$ cat config.mk
export PLATFORM = sky130hd
export DESIGN_NAME = gregorian_date_add_days
export DESIGN_NICKNAME = d
export VERILOG_FILES = /design/src/gdad_pkg.sv /design/src/gregorian_date_add_days.sv
export SDC_FILE = /design/constraint.sdc
export NUM_CORES = 1
export LEC_CHECK = 0
export CELL_PAD_IN_SITES_DETAIL_PLACEMENT = 1
export CELL_PAD_IN_SITES_GLOBAL_PLACEMENT = 2
export CORE_MARGIN = 2
export CORE_UTILIZATION = 30
export DETAILED_ROUTE_END_ITERATION = 7
export DONT_BUFFER_PORTS = 1
export PLACE_DENSITY_LB_ADDON = 0.1
export SYNTH_ARGS = -nofsm -noshare
export SYNTH_HDL_FRONTEND = slang
export SYNTH_SLANG_ARGS = --single-unit
$ cat constraint.sdc
create_clock -name clk -period 5.2 [get_ports clk]
set_clock_uncertainty 0.2 [all_clocks]
set_input_delay 0.26 -clock clk [delete_from_list [all_inputs] [get_ports clk]]
set_output_delay 0.26 -clock clk [all_outputs]
set_load 0.02 [all_outputs]
$ cat src/gdad_pkg.sv
package gdad_pkg;

    localparam int YearW     = 14;
    localparam int MonW      = 4;
    localparam int DayW      = 5;
    localparam int OffW      = 17;
    localparam int MaxOffset = 65535;
    localparam int CntW      = $clog2(MaxOffset + 1);

    localparam logic [YearW-1:0] YearMin = YearW'(1);
    localparam logic [YearW-1:0] YearMax = YearW'(9999);
    localparam logic [YearW-1:0] Century = YearW'(100);
    localparam logic [6:0]       LastYy  = 7'd99;
    localparam logic [MonW-1:0]  MonJan  = MonW'(1);
    localparam logic [MonW-1:0]  MonFeb  = MonW'(2);
    localparam logic [MonW-1:0]  MonOct  = MonW'(10);
    localparam logic [MonW-1:0]  MonDec  = MonW'(12);
    localparam logic [DayW-1:0]  DayFirst = DayW'(1);
    localparam logic [DayW-1:0]  DayLast  = DayW'(31);

    typedef enum logic [1:0] {
        ST_IDLE,
        ST_MOD,
        ST_STEP
    } state_t;

    // yy: year mod 100, cc: (year / 100) mod 4
    function automatic logic leap_year(input logic [6:0] yy, input logic [1:0] cc,
                                       input logic [1:0] y_lo);
        logic lp;
        if (yy == 7'd0)
            lp = (cc == 2'd0);
        else
            lp = (y_lo == 2'd0);
        return lp;
    endfunction

    function automatic logic [DayW-1:0] month_len(input logic [MonW-1:0] mon,
                                                   input logic leap);
        logic [DayW-1:0] len;
        case (mon) inside
            4'd1, 4'd3, 4'd5, 4'd7, 4'd8, 4'd10, 4'd12: len = DayW'(31);
            4'd2:    len = leap ? DayW'(29) : DayW'(28);
            default: len = DayW'(30);
        endcase
        return len;
    endfunction

endpackage

$ cat src/gregorian_date_add_days.sv
// Channel | Dir | Bits          | Contents (lowest bits first)
// s_axis  | in  | tdata[39:0]   | start_year 14, start_month 4, start_day 5, day_offset 17 (signed)
// m_axis  | out | tdata[23:0]   | result_year 14, result_month 4, result_day 5, pad 1
//         |     | tuser[1:0]    | is_october_first, range_error
//
// One request is accepted, then a mod-100 pass runs on the year (one subtract of
// 100 per cycle), then the date steps one day per cycle through the offset
// (|offset| clamped to 65535) until the count runs out or a range error stops it.
// The single day incrementer/decrementer does all of the stepping.
// Reset (rst_n low, async) idles the sequencer and drops m_axis_tvalid.
// A finished result sits in the output register; a new request is accepted meanwhile.
// A request that finishes while the output is still full waits in the step state.
module gregorian_date_add_days (
    input  logic        clk,
    input  logic        rst_n,
    input  logic        s_axis_tvalid,
    output logic        s_axis_tready,
    input  logic [39:0] s_axis_tdata,   // start_year, start_month, start_day, day_offset
    output logic        m_axis_tvalid,
    input  logic        m_axis_tready,
    output logic [23:0] m_axis_tdata,   // result_year, result_month, result_day, zero pad
    output logic [1:0]  m_axis_tuser    // is_october_first, range_error
);

    localparam int YW = gdad_pkg::YearW;
    localparam int MW = gdad_pkg::MonW;
    localparam int DW = gdad_pkg::DayW;
    localparam int OW = gdad_pkg::OffW;
    localparam int CW = gdad_pkg::CntW;

    // unpack request
    logic [YW-1:0] in_year;
    logic [MW-1:0] in_mon;
    logic [DW-1:0] in_day;
    logic [OW-1:0] in_off;
    logic [OW-1:0] off_mag;
    logic [CW-1:0] cnt_init;

    assign in_year = s_axis_tdata[YW-1:0];
    assign in_mon  = s_axis_tdata[YW+MW-1:YW];
    assign in_day  = s_axis_tdata[YW+MW+DW-1:YW+MW];
    assign in_off  = s_axis_tdata[YW+MW+DW+OW-1:YW+MW+DW];

    // magnitude of the offset, clamped to the largest supported step count
    assign off_mag  = in_off[OW-1] ? (~in_off + OW'(1)) : in_off;
    assign cnt_init = (in_off[OW-1] && off_mag == '0) || (off_mag > OW'(gdad_pkg::MaxOffset))
                      ? CW'(gdad_pkg::MaxOffset) : off_mag[CW-1:0];

    gdad_pkg::state_t state_reg, state_next;

    logic          out_valid_reg, out_valid_next;
    logic [YW-1:0] year_reg, year_next;
    logic [MW-1:0] mon_reg, mon_next;
    logic [DW-1:0] day_reg, day_next;
    logic [YW-1:0] org_year_reg, org_year_next;
    logic [MW-1:0] org_mon_reg, org_mon_next;
    logic [DW-1:0] org_day_reg, org_day_next;
    logic [YW-1:0] ymod_reg, ymod_next;     // remainder during mod pass, year mod 100 after
    logic [1:0]    cent_reg, cent_next;
    logic [CW-1:0] cnt_reg, cnt_next;
    logic          neg_reg, neg_next;
    logic          err_reg, err_next;
    logic [YW-1:0] oyear_reg, oyear_next;
    logic [MW-1:0] omon_reg, omon_next;
    logic [DW-1:0] oday_reg, oday_next;
    logic          oerr_reg, oerr_next;

    logic          leap;
    logic [DW-1:0] cur_len;
    logic [DW-1:0] prev_len;
    logic          start_ok;
    logic          mod_done;
    logic          step_done;
    logic          out_free;
    logic          in_fire;

    assign in_fire  = s_axis_tvalid && s_axis_tready;
    assign out_free = !out_valid_reg || m_axis_tready;
    assign mod_done = ymod_reg < gdad_pkg::Century;
    assign step_done = err_reg || (cnt_reg == '0);

    assign leap     = gdad_pkg::leap_year(ymod_reg[6:0], cent_reg, year_reg[1:0]);
    assign cur_len  = gdad_pkg::month_len(mon_reg, leap);
    assign prev_len = gdad_pkg::month_len(mon_reg - MW'(1), leap);

    assign start_ok = (year_reg >= gdad_pkg::YearMin) && (year_reg <= gdad_pkg::YearMax)
                   && (mon_reg >= gdad_pkg::MonJan) && (mon_reg <= gdad_pkg::MonDec)
                   && (day_reg >= gdad_pkg::DayFirst) && (day_reg <= cur_len);

    // sequencer: next state
    always_comb
    begin
        state_next = state_reg;
        case (state_reg)
            gdad_pkg::ST_IDLE:
            begin
                if (in_fire)
                    state_next = gdad_pkg::ST_MOD;
            end
            gdad_pkg::ST_MOD:
            begin
                if (mod_done)
                    state_next = gdad_pkg::ST_STEP;
            end
            gdad_pkg::ST_STEP:
            begin
                if (step_done && out_free)
                    state_next = gdad_pkg::ST_IDLE;
            end
            default: state_next = gdad_pkg::ST_IDLE;
        endcase
    end

    // sequencer outputs
    always_comb
    begin
        s_axis_tready = (state_reg == gdad_pkg::ST_IDLE);
    end

    // datapath: shared day stepper and mod-100 subtractor
    always_comb
    begin
        year_next     = year_reg;
        mon_next      = mon_reg;
        day_next      = day_reg;
        org_year_next = org_year_reg;
        org_mon_next  = org_mon_reg;
        org_day_next  = org_day_reg;
        ymod_next     = ymod_reg;
        cent_next     = cent_reg;
        cnt_next      = cnt_reg;
        neg_next      = neg_reg;
        err_next      = err_reg;
        oyear_next    = oyear_reg;
        omon_next     = omon_reg;
        oday_next     = oday_reg;
        oerr_next     = oerr_reg;
        out_valid_next = out_valid_reg && !m_axis_tready;

        case (state_reg)
            gdad_pkg::ST_IDLE:
            begin
                if (in_fire)
                begin
                    year_next     = in_year;
                    mon_next      = in_mon;
                    day_next      = in_day;
                    org_year_next = in_year;
                    org_mon_next  = in_mon;
                    org_day_next  = in_day;
                    ymod_next     = in_year;
                    cent_next     = 2'd0;
                    cnt_next      = cnt_init;
                    neg_next      = in_off[OW-1];
                    err_next      = 1'b0;
                end
            end
            gdad_pkg::ST_MOD:
            begin
                if (!mod_done)
                begin
                    ymod_next = ymod_reg - gdad_pkg::Century;
                    cent_next = cent_reg + 2'd1;
                end
                else
                begin
                    err_next = !start_ok;
                end
            end
            gdad_pkg::ST_STEP:
            begin
                if (step_done)
                begin
                    if (out_free)
                    begin
                        out_valid_next = 1'b1;
                        oerr_next      = err_reg;
                        oyear_next     = err_reg ? org_year_reg : year_reg;
                        omon_next      = err_reg ? org_mon_reg : mon_reg;
                        oday_next      = err_reg ? org_day_reg : day_reg;
                    end
                end
                else if (!neg_reg)
                begin
                    // one day forward
                    if (day_reg < cur_len)
                        day_next = day_reg + DW'(1);
                    else if (mon_reg < gdad_pkg::MonDec)
                    begin
                        day_next = gdad_pkg::DayFirst;
                        mon_next = mon_reg + MW'(1);
                    end
                    else if (year_reg == gdad_pkg::YearMax)
                        err_next = 1'b1;
                    else
                    begin
                        day_next  = gdad_pkg::DayFirst;
                        mon_next  = gdad_pkg::MonJan;
                        year_next = year_reg + YW'(1);
                        if (ymod_reg[6:0] == gdad_pkg::LastYy)
                        begin
                            ymod_next = '0;
                            cent_next = cent_reg + 2'd1;
                        end
                        else
                            ymod_next = ymod_reg + YW'(1);
                    end
                    cnt_next = cnt_reg - CW'(1);
                end
                else
                begin
                    // one day back
                    if (day_reg > gdad_pkg::DayFirst)
                        day_next = day_reg - DW'(1);
                    else if (mon_reg > gdad_pkg::MonJan)
                    begin
                        mon_next = mon_reg - MW'(1);
                        day_next = prev_len;
                    end
                    else if (year_reg == gdad_pkg::YearMin)
                        err_next = 1'b1;
                    else
                    begin
                        day_next  = gdad_pkg::DayLast;
                        mon_next  = gdad_pkg::MonDec;
                        year_next = year_reg - YW'(1);
                        if (ymod_reg[6:0] == 7'd0)
                        begin
                            ymod_next = YW'(gdad_pkg::LastYy);
                            cent_next = cent_reg - 2'd1;
                        end
                        else
                            ymod_next = ymod_reg - YW'(1);
                    end
                    cnt_next = cnt_reg - CW'(1);
                end
            end
            default: ;
        endcase
    end

    always_ff @(posedge clk or negedge rst_n)
    begin
        if (!rst_n)
        begin
            state_reg     <= gdad_pkg::ST_IDLE;
            out_valid_reg <= 1'b0;
        end
        else
        begin
            state_reg     <= state_next;
            out_valid_reg <= out_valid_next;
        end
    end

    always_ff @(posedge clk)
    begin
        year_reg     <= year_next;
        mon_reg      <= mon_next;
        day_reg      <= day_next;
        org_year_reg <= org_year_next;
        org_mon_reg  <= org_mon_next;
        org_day_reg  <= org_day_next;
        ymod_reg     <= ymod_next;
        cent_reg     <= cent_next;
        cnt_reg      <= cnt_next;
        neg_reg      <= neg_next;
        err_reg      <= err_next;
        oyear_reg    <= oyear_next;
        omon_reg     <= omon_next;
        oday_reg     <= oday_next;
        oerr_reg     <= oerr_next;
    end

    assign m_axis_tvalid = out_valid_reg;
    assign m_axis_tdata  = {1'b0, oday_reg, omon_reg, oyear_reg};
    assign m_axis_tuser  = {oerr_reg,
                            (omon_reg == gdad_pkg::MonOct) && (oday_reg == gdad_pkg::DayFirst)};

    // an accepted request always starts with the mod-100 pass
    a_fire_to_mod: assert property (@(posedge clk) disable iff (!rst_n)
        in_fire |=> state_reg == gdad_pkg::ST_MOD)
        else $error("request did not enter mod pass");

    // stepping keeps the year-mod-100 tracker in range
    a_ymod_range: assert property (@(posedge clk) disable iff (!rst_n)
        (state_reg == gdad_pkg::ST_STEP) |-> ymod_reg < gdad_pkg::Century)
        else $error("year mod 100 tracker out of range");

    // a good result has a month in 1..12 and a day of at least 1
    a_result_sane: assert property (@(posedge clk) disable iff (!rst_n)
        (m_axis_tvalid && !m_axis_tuser[1]) |->
            (m_axis_tdata[17:14] >= gdad_pkg::MonJan && m_axis_tdata[17:14] <= gdad_pkg::MonDec
             && m_axis_tdata[22:18] >= gdad_pkg::DayFirst))
        else $error("result date out of range");

    // each stepping cycle with work left consumes one day
    a_count_down: assert property (@(posedge clk) disable iff (!rst_n)
        (state_reg == gdad_pkg::ST_STEP && !step_done) |=> cnt_reg == $past(cnt_reg) - CW'(1))
        else $error("day counter did not advance");

endmodule

; ---- Word level (Yosys, flattened, before mapping)
; Cells that the tools add are included.
; W data, S select, Z words.
[word_totals]
word_cells = 208
inputBits = 44
output_inout_bits = 28
regBits = 107
[op_classes]
muxes = 87
addsub = 13
magnitude_cmp = 12
bitwise_logic = 1
n_eq_ne = 42
n_reduce_logical = 36
[op_table]
columns = operator, count
row1 = $mux W14, 21
row2 = $mux W5, 11
row3 = $mux W16, 3
row4 = $pmux W14 S3, 1
row5 = $mux W4, 10
row6 = $mux W2, 18
row7 = $pmux W16 S2, 1
row8 = $ne A3 B3 Y1 const B, 10
row9 = $add A14 B1 Y14 const B, 2
row10 = $eq A4 B4 Y1 const B, 7
row11 = $pmux W14 S2, 1
row12 = $sub A14 B1 Y14 const B, 2
row13 = $reduce_and A10 Y1, 2
row14 = $add A17 B1 Y17 const B, 1
row15 = $gt A17 B16 Y1 const B, 1
row16 = $logic_not A17 Y1, 1
row17 = $mux W17, 1
row18 = $not A17 Y17, 1
row19 = $eq A4 B2 Y1 const B, 4
row20 = $eq A4 B3 Y1 const B, 4
row21 = $logic_not A16 Y1, 1
row22 = $sub A16 B1 Y16 const B, 1
row23 = $mux W1, 15
row24 = $eq A14 B1 Y1 const B, 1
row25 = 46 further kinds, 71

; ---- Depth between registers and ports, before layout
; Gate-level depths: netlist of run 1.
[depth]
word_depth = 10
mapped_depth = 13
ltp_nobuf = 13

; ---- Least setup slack after synthesis of run 1
; No wires, ideal clock.
[synth_path]
path_type = register to register
from = register ymod_reg[6]
to = register year_reg[0], enable pin
arrival_time_ns = 3.190
path_slack_ns = 1.426
synth_period_minus_slack_ns = 3.774
path_stages_with_launch = 14
n_path_buf = 1
setup_ns = 0.384
t_required_ns = 4.616
path_cell_list = edfxtp_1 clkbuf_1 nor3_1 nand3_1 mux2i_1 o31a_1 o21ai_0 ha_1 nor2b_1 o2111a_1 a32o_1 nand3b_1 a21bo_2 nor2_1
[synth_between]
elab_chain_len = 8
[synth_rtl]
columns = element, line
row1 = "start, declared", gregorian_date_add_days.sv:58  ; logic [YW-1:0] ymod_reg, ymod_next;
row2 = "start signal, assigned", gregorian_date_add_days.sv:264  ; ymod_reg <= ymod_next;
row3 = $logic_not A7 Y1, gdad_pkg.sv:31  ; if (yy == 7'd0)
row4 = $mux W1, gdad_pkg.sv:31
row5 = $mux W1, gdad_pkg.sv:43  ; 4'd2: len = leap ? DayW'(29) : DayW'(28);
row6 = $mux W2, gdad_pkg.sv:41  ; case (mon) inside
row7 = $mux W5, gdad_pkg.sv:41
row8 = $lt A5 B5 Y1, gregorian_date_add_days.sv:186  ; if (day_reg < cur_len)
row9 = $ne A3 B3 Y1 (no source line), -
row10 = $reduce_and A9 Y1 (no source line), -
row11 = "end signal, assigned", gregorian_date_add_days.sv:258  ; year_reg <= year_next;
row12 = "end, declared", gregorian_date_add_days.sv:52  ; logic [YW-1:0] year_reg, year_next;
; No other way between the ends.
; A chain may end at the register's enable or synchronous reset.

; ---- Worst setup path after layout of run 1
[layout_path]
from = register ymod_reg[4]
to = register cent_reg[0], enable pin
[layout_between]
elab_chain_len = 8
elab_cells_between_ends = 13
cone_classes = order compare: 2 / eq/ne: 5 / mux: 4 / reduce/logical: 2
[layout_rtl]
columns = element, line
row1 = $logic_not A7 Y1, "gdad_pkg.sv:31, gregorian_date_add_days.sv:227"
row2 = $mux W1, gdad_pkg.sv:31
row3 = $mux W1, gdad_pkg.sv:43
row4 = $mux W2, gdad_pkg.sv:41
row5 = $mux W5, gdad_pkg.sv:41
row6 = $lt A5 B5 Y1, gregorian_date_add_days.sv:186
row7 = $ne A3 B3 Y1 (no source line), -
row8 = $reduce_and A12 Y1 (no source line) *, -
row9 = "end signal, assigned", gregorian_date_add_days.sv:265  ; cent_reg <= cent_next;
row10 = "end, declared", gregorian_date_add_days.sv:59  ; logic [1:0] cent_reg, cent_next;
; Mark *: on every way between the ends. The rest lies on a longest branch, timed or not.

==> summary.md, run 1 <==
• 0.003198 mm² — Storage cell area
• 306 — violation count after the first detailed-routing iteration
• 1.396 ns — minimum setup slack after placement
• 76 — pin count of the biggest net entering global routing
• 856 — Final #Nets
• 0 — number of cells upsized or downsized after cts
• 0 — final count of hold timing violations
• 0 — max-slew violations
• 0.0001858 V — maximum ir drop on the vdd rail
• 73 — number of distinct standard cells referenced by the synthesized netlist
• 16,600 µm — Detail Placement HPWL
• 107 — count of clock tree sinks
• 163.0 µm — floorplan die width
• 13 — crit-path max FO
• 862 — synthesized net count
• finished clean — run status
• 0.02504 mm² — Floorplan Core Area
• in -> reg — Hold/Removal Path Class
• 3.64 ns — Critical Path AT
• 107 — count of state elements after synthesis
• 0.7854 — last weighted congestion value of the routability-driven placer
• 104 — number of enable-type register cells in the synthesized netlist
• 0.004383 ns — final hold slack
• 16 — flip-flop count of the largest register, all copies and words added
• ymod_reg[4] — Worst R2R Start
• edfxtp_1, nor2_1, nand2_1 — commonest cells after routing, fill and taps aside
• 2 — maximum buffer depth of the clock tree
• 0 — Max Cap Violations
• s_axis_tdata[20] — Min-Delay Startpoint
• 0.4215 — part of the Yosys area used for sequential elements
• 0 — overflow left after global routing
• 23,130 µm — routed wire length
• false — setup repair after global routing missed its margin
• 72 — I/O pin count
• 0 — post-route DRC violation count
• 0.7337 — Final period util
• 0.004015 mm² — total area of multi-input combinational cells
• 9 — total CTS buffers
• 586.7 mW/mm² — Power Density
• 0.02804 — post-synthesis async set-or-reset flop share
• 11.00% — Layout Area Growth over Synthesis
• 6,095 — routed via count
• 1 — initial antenna violation count
• 0.02658 mm² — die outline area
• 0.002868 µW — static leakage
• 0.1790 — global-route total usage across every layer
• cent_reg[0] — terminus of the critical flop-to-flop path
• 2 — depth of the worst hold-timing path
• 0 ns — setup_tns
• 5.437 — routed vias/inst
• 0.3030 — initial core utilization
• flop — critical path capture point type
• edfxtp_1 — commonest register cell after synthesis
• 163.0 µm — height of the die
• 0.08 ns — clock-pin transition on the worst setup and hold timing paths
• day_reg[2] — Hold EP
• 0 — yosys synthesis warning count
• 2,877 — count of fill cells added during filler insertion
• 0.36 ns — clock insertion delay at the later pin of the skew report
• 1.385 ns — fin worst setup slack
• 790 — number of instances in the synthesized netlist
• 6,336 — vias in the first global route
• clkbuf_16 — root buffer cell
• edfxtp_1 — most common cell after layout, fill and taps aside
• 4 — drt pass-1 iters
• 0 — PortBufs
• built — clock tree from TritonCTS
• 5.03 ns — required time worst endpoint
• flop — element type at the critical path start
• reg -> reg — Worst Path Class, Setup
• 58 — count of standard-cell rows
• 0.09379 — share of layout cells above drive strength 1
• 262.1 MHz — Max Fclk
• 36,950 µm — first-pass GRT wire length
• 1.38 ns — flop2flop setup slack
• 0.2864 — normalized max-slew margin
• 20.63 µm — WL per Instance
• 0 — final setup violation count
• 1.065 ns — transition time at the pin with the least slew margin
• 13 — number of cells traversed by the worst register-to-register path
• 9.604 µm² — Post-Synthesis Mean Instance Area
• ymod_reg[4] — critical path startpoint
• 3.815 ns — post-layout minimum cycle time
• 0 — Routed Antenna Nets
• 0.007587 mm² — cell area after synthesis
• 3 — H-tree lvl count
## metrics by stage
step | instances | cell area (µm²) | utilization | total power [µW]
finish | 1121 | 8422 | 0.3364 | 4941
global route | 1119 | 8417 | 0.3362 | 5360
CTS | 1119 | 8417 | 0.3362 | 5005
detailed placement | 1074 | 7840 | 0.3131 | 4254
global placement | 1074 | 7840 | 0.3131 | 4211
floorplan | 790 | 7587 | - | 3557
## worst max-delay path, stage by stage, from the launching register on
cell,delay [ns]
edfxtp_1,0.57
nor3_1,0.24
buf_4,0.19
nand3_1,0.13
mux2i_1,0.30
o31a_1,0.16
o21ai_0,0.08
ha_1,0.20
nor2b_1,0.11
o2111a_1,0.38
a32o_1,0.23
nand3b_1,0.08
a21bo_2,0.26
a211oi_1,0.34
## cells by family (layout without fill, tap and decap cells)
logic type,count (synthesis),after routing,share of synthesized area
AND/OR/NAND/NOR,276,276,0.1839
AO/OA/AOI/OAI,189,189,0.1789
flip-flops,107,107,0.4215
buffers and inverters,94,93,0.04997
XOR/XNOR,63,63,0.07272
multiplexers,32,32,0.04634
adder cells (fa/ha/maj),28,28,0.04617
other,1,3,0.0004942
## final cells by class
class                           instances  share of cell area
Antenna cell                            2           0.0005943
Clock buffer                            9             0.02674
Clock inverter                          7            0.007280
Inverter                               39             0.01738
Multi-Input combinational cell        589              0.4767
Sequential cell                       107              0.3797
Tap cell                              330             0.04903
Timing Repair Buffer                   38             0.04249
## report_power, final
part	total, µW	switching [µW]	internal [µW]
clock	695	359	335
sequential	1980	476	1500
combinational	2270	1390	878
total	4940	2230	2710
## what timing repair did
| action | in CTS | in global routing |
|---|---|---|
| hold buffers | 29 | 0 |
| buffers inserted | 0 | 0 |
| hold endpoints to repair | 60 | 0 |
## cell usage after synthesis (4+ instances only)
library cell  count  area, µm²
xnor2_1          36      315.3
nand3_1          21      105.1
nand2b_1         16      100.1
o22ai_1           7      43.79
inv_1            39      146.4
nor4_1           13      81.33
or4_1             6      45.04
and3_1            7      43.79
o21ai_0          41      205.2
a221o_1           4      40.04
o31a_1            4      35.03
a21oi_1          33      165.2
nand2_1          62      232.7
o2111ai_1         4      35.03
or2_2             4      25.02
nor2b_1           6      37.54
nand4_1          10      62.56
clkbuf_1         45      168.9
xor2_1           27      236.5
o41ai_1           4      35.03
a21oi_2          10      87.58
a31oi_1          12      75.07
nand3b_1          5      37.54
or3_1            21      131.4
o211ai_1          7      52.55
a41oi_1           4      35.03
a32oi_1           5      43.79
nor2_1           71      266.5
o221ai_1          9      78.83
mux2_2           25      281.5
o31ai_1          10      75.07
mux2i_1           7      70.07
edfxtp_1        104       3123
nor3_1           19      95.09
ha_1             28      350.3
a221oi_1          4      35.03
## layer usage
layer	global-route usage	routed length, µm	vias up	part of all wire
met3	0.02996	919	29	0.040
met4	0.05471	414	0	0.018
met1	0.2516	11360	3032	0.49
met5	0	0	-	0
met2	0.2818	10430	104	0.45
li1	-	-	2930	-
## worst max-delay path by stage
stage                              end  cells past startpoint
after floorplan            year_reg[0]                     13
after global placement     year_reg[6]                     14
after CTS                  ymod_reg[4]                     14
after detailed placement  ymod_reg[12]                     14
final                      cent_reg[0]                     13
after global routing      ymod_reg[10]                     14
No activity file was read; power rests on OpenSTA's default activity.
==> run 2: changes to the inputs <==
==> constraint.sdc (replaced) <==
create_clock -name clk -period 3.4 [get_ports clk]
set_clock_uncertainty 0.2 [all_clocks]
set_input_delay 0.17 -clock clk [delete_from_list [all_inputs] [get_ports clk]]
set_output_delay 0.17 -clock clk [all_outputs]
set_load 0.02 [all_outputs]
==> run 2 against run 1 <==
Sequential power increased by 47%. Fmax increased by 17%. Core utilization increased by 1.6 points.
==> summary.md, run 2 (synthesized netlist as in run 1, its figures left out) <==
• inv_1 > ha_1 > nand3_1 > mux2i_2 > o31a_1 > o21ai_0 > ha_1 > nor2b_1 > o2111a_1 > a32o_1 > nand3b_1 > a21bo_2 > a211oi_1 — chain of cells forming the critical path
• 3.09 ns — Critical Path AT
• 0.003076 µW — static leakage
• 901.5 mW/mm² — Power Density
• 0.8671 ns — transition time at the pin with the least slew margin
• 240 — violation count after the first detailed-routing iteration
• ha_1 — cell occurring most often along the worst timing path
• 0.1821 — global-route total usage across every layer
• 37,610 µm — first-pass GRT wire length
• 3492 µW — P_sw
• s_axis_tdata[25] — Min-Delay Startpoint
• ymod_reg[0] — Worst R2R Start
• 0.0002607 V — maximum ir drop on the vdd rail
• 0.141 — clock network fraction of total power
• 0 — overflow left after global routing
• 17,130 µm — Detail Placement HPWL
• clkbuf_16 — root buffer cell
• 2 — maximum buffer depth of the clock tree
• 3 — H-tree lvl count
• 0.14 ns — flop2flop setup slack
• 0.003198 mm² — Storage cell area
• true — setup repair after global routing missed its margin
• built — clock tree from TritonCTS
• 0.7893 — last weighted congestion value of the routability-driven placer
• 23,750 µm — routed wire length
• 20.48 µm — WL per Instance
• 58 — count of standard-cell rows
• 0 — final setup violation count
• flop — critical path capture point type
• 0.4392 — Switching Share
• 13 — number of cells traversed by the worst register-to-register path
• 0.02658 mm² — die outline area
• 0.1301 — share of layout cells above drive strength 1
• 4 — drt pass-1 iters
• 54 — pin count of the biggest net entering global routing
• in -> reg — Hold/Removal Path Class
• 3 — depth of the worst hold-timing path
• 0.008821 mm² — Final Cell Area
• 0.004031 mm² — total area of multi-input combinational cells
• 7952 µW — total chip power
• 9 — total CTS buffers
• 0.004517 ns — final hold slack
• 306.4 MHz — Max Fclk
• 0 ns — setup_tns
• 3.23 ns — required time worst endpoint
• 0.368 — sequential group share of total power
• 1 — WP buf/inv
• 6,596 — vias in the first global route
• 0.008085 mm² — area post-placement
• 0.36 ns — clock insertion delay at the later pin of the skew report
• 72 — I/O pin count
• 0 — PortBufs
• 3.264 ns — post-layout minimum cycle time
• edfxtp_1, nor2_1, nand2_1 — commonest cells after routing, fill and taps aside
• compound AO/OA/AOI/OAI gates — delay-heaviest family, CP
• 0.3030 — initial core utilization
• 0.02504 mm² — Floorplan Core Area
• 0.40 ns — Max stage delay on crit path
• 0.4166 — normalized max-slew margin
• edfxtp_1 — cell with the biggest individual delay on the critical path
• 0 — post-route DRC violation count
• 0 — Max Cap Violations
• 0.9599 — Final period util
• 6,216 — routed via count
• 0 — max-slew violations
• 13 — number of logic stages on the critical path including buffering
• 1,160 — count of non-filler cells in the finished layout
• 0 — Ant. Diodes
• 163.0 µm — floorplan die width
• 16.26% — Layout Area Growth over Synthesis
• 2,856 — count of fill cells added during filler insertion
• 1,102 — Placed Instances
• finished clean — run status
• 5.359 — routed vias/inst
• 1 — initial antenna violation count
• flop — element type at the critical path start
• 107 — count of clock tree sinks
• cnt_reg[2] — Hold EP
• 4 — crit-path max FO
• reg -> reg — Worst Path Class, Setup
• 897 — Final #Nets
• 4460 µW — Internal Dissipation
• 16 — flip-flop count of the largest register, all copies and words added
• 0.491 — Comb pwr share
• 0 — final count of hold timing violations
• edfxtp_1 — most common cell after layout, fill and taps aside
• cent_reg[1] — terminus of the critical flop-to-flop path
• 0.08 ns — clock-pin transition on the worst setup and hold timing paths
• 0 — Routed Antenna Nets
• 163.0 µm — height of the die
[run 2: cell types whose count changed in the layout (fill, tap and decap cells not counted), moves of 2 or more]
cell,delta
buf_12,+2
buf_4,+26
diode_2,-2
dlygate4sd3_1,+13
inv_6,+2
inv_8,-2
nor2_1,-2
nor2_2,+2
[run 2: tightest hold or removal path, stage by stage]
cell     delay, ns
xnor2_1       0.10
nor2_1        0.05
a21oi_2       0.12
[run 2: how the worst max path moves through the flow]
stage / slack (ns) / end / from
after CTS: 0.09 / cent_reg[1] / ymod_reg[3]
after global routing: -0.01 / cent_reg[1] / ymod_reg[3]
after floorplan: 0.03 / year_reg[0] / ymod_reg[6]
after detailed placement: 0.13 / cent_reg[1] / ymod_reg[3]
after global placement: 0.22 / ymod_reg[8] / ymod_reg[3]
final: 0.14 / cent_reg[1] / ymod_reg[0]
[run 2: final cells by class]
class	instances	area share
Clock inverter	7	0.009504
Clock buffer	9	0.02553
Timing Repair Buffer	79	0.08199
Multi-Input combinational cell	589	0.4570
Tap cell	330	0.04681
Sequential cell	107	0.3626
Inverter	39	0.01660
[run 2: per-stage QoR]
step	util	setup slack, ns
CTS	0.3521	0.09260
finish	0.3523	0.1363
global route	0.3523	-0.01475
detailed placement	0.3229	0.1255
global placement	0.3229	0.2235
floorplan	-	0.02844
[run 2: power groups by stage]
stage               Clock [µW]  Combinational (µW)  Sequential (µW)
floorplan                    0                2780             2680
global placement             0                3800             2920
detailed placement           0                3860             2950
CTS                       1160                3940             2930
global route              1190                4360             3020
finish                    1120                3910             2920
[run 2: routing by layer]
layer  up-vias  track usage  share of wire
li1       2998            -              -
met1      3088       0.2465           0.48
met2       111       0.3037           0.47
met3        19      0.02539          0.031
met4         0      0.05270          0.014
met5         -            0              0
[run 2: repair_timing]
action / in CTS / in global routing
gates resized for setup: 0 / 2
hold buffers: 42 / 0
setup buffers: 0 / 0
hold endpoints to repair: 79 / 0
setup endpoints to repair: 0 / 30
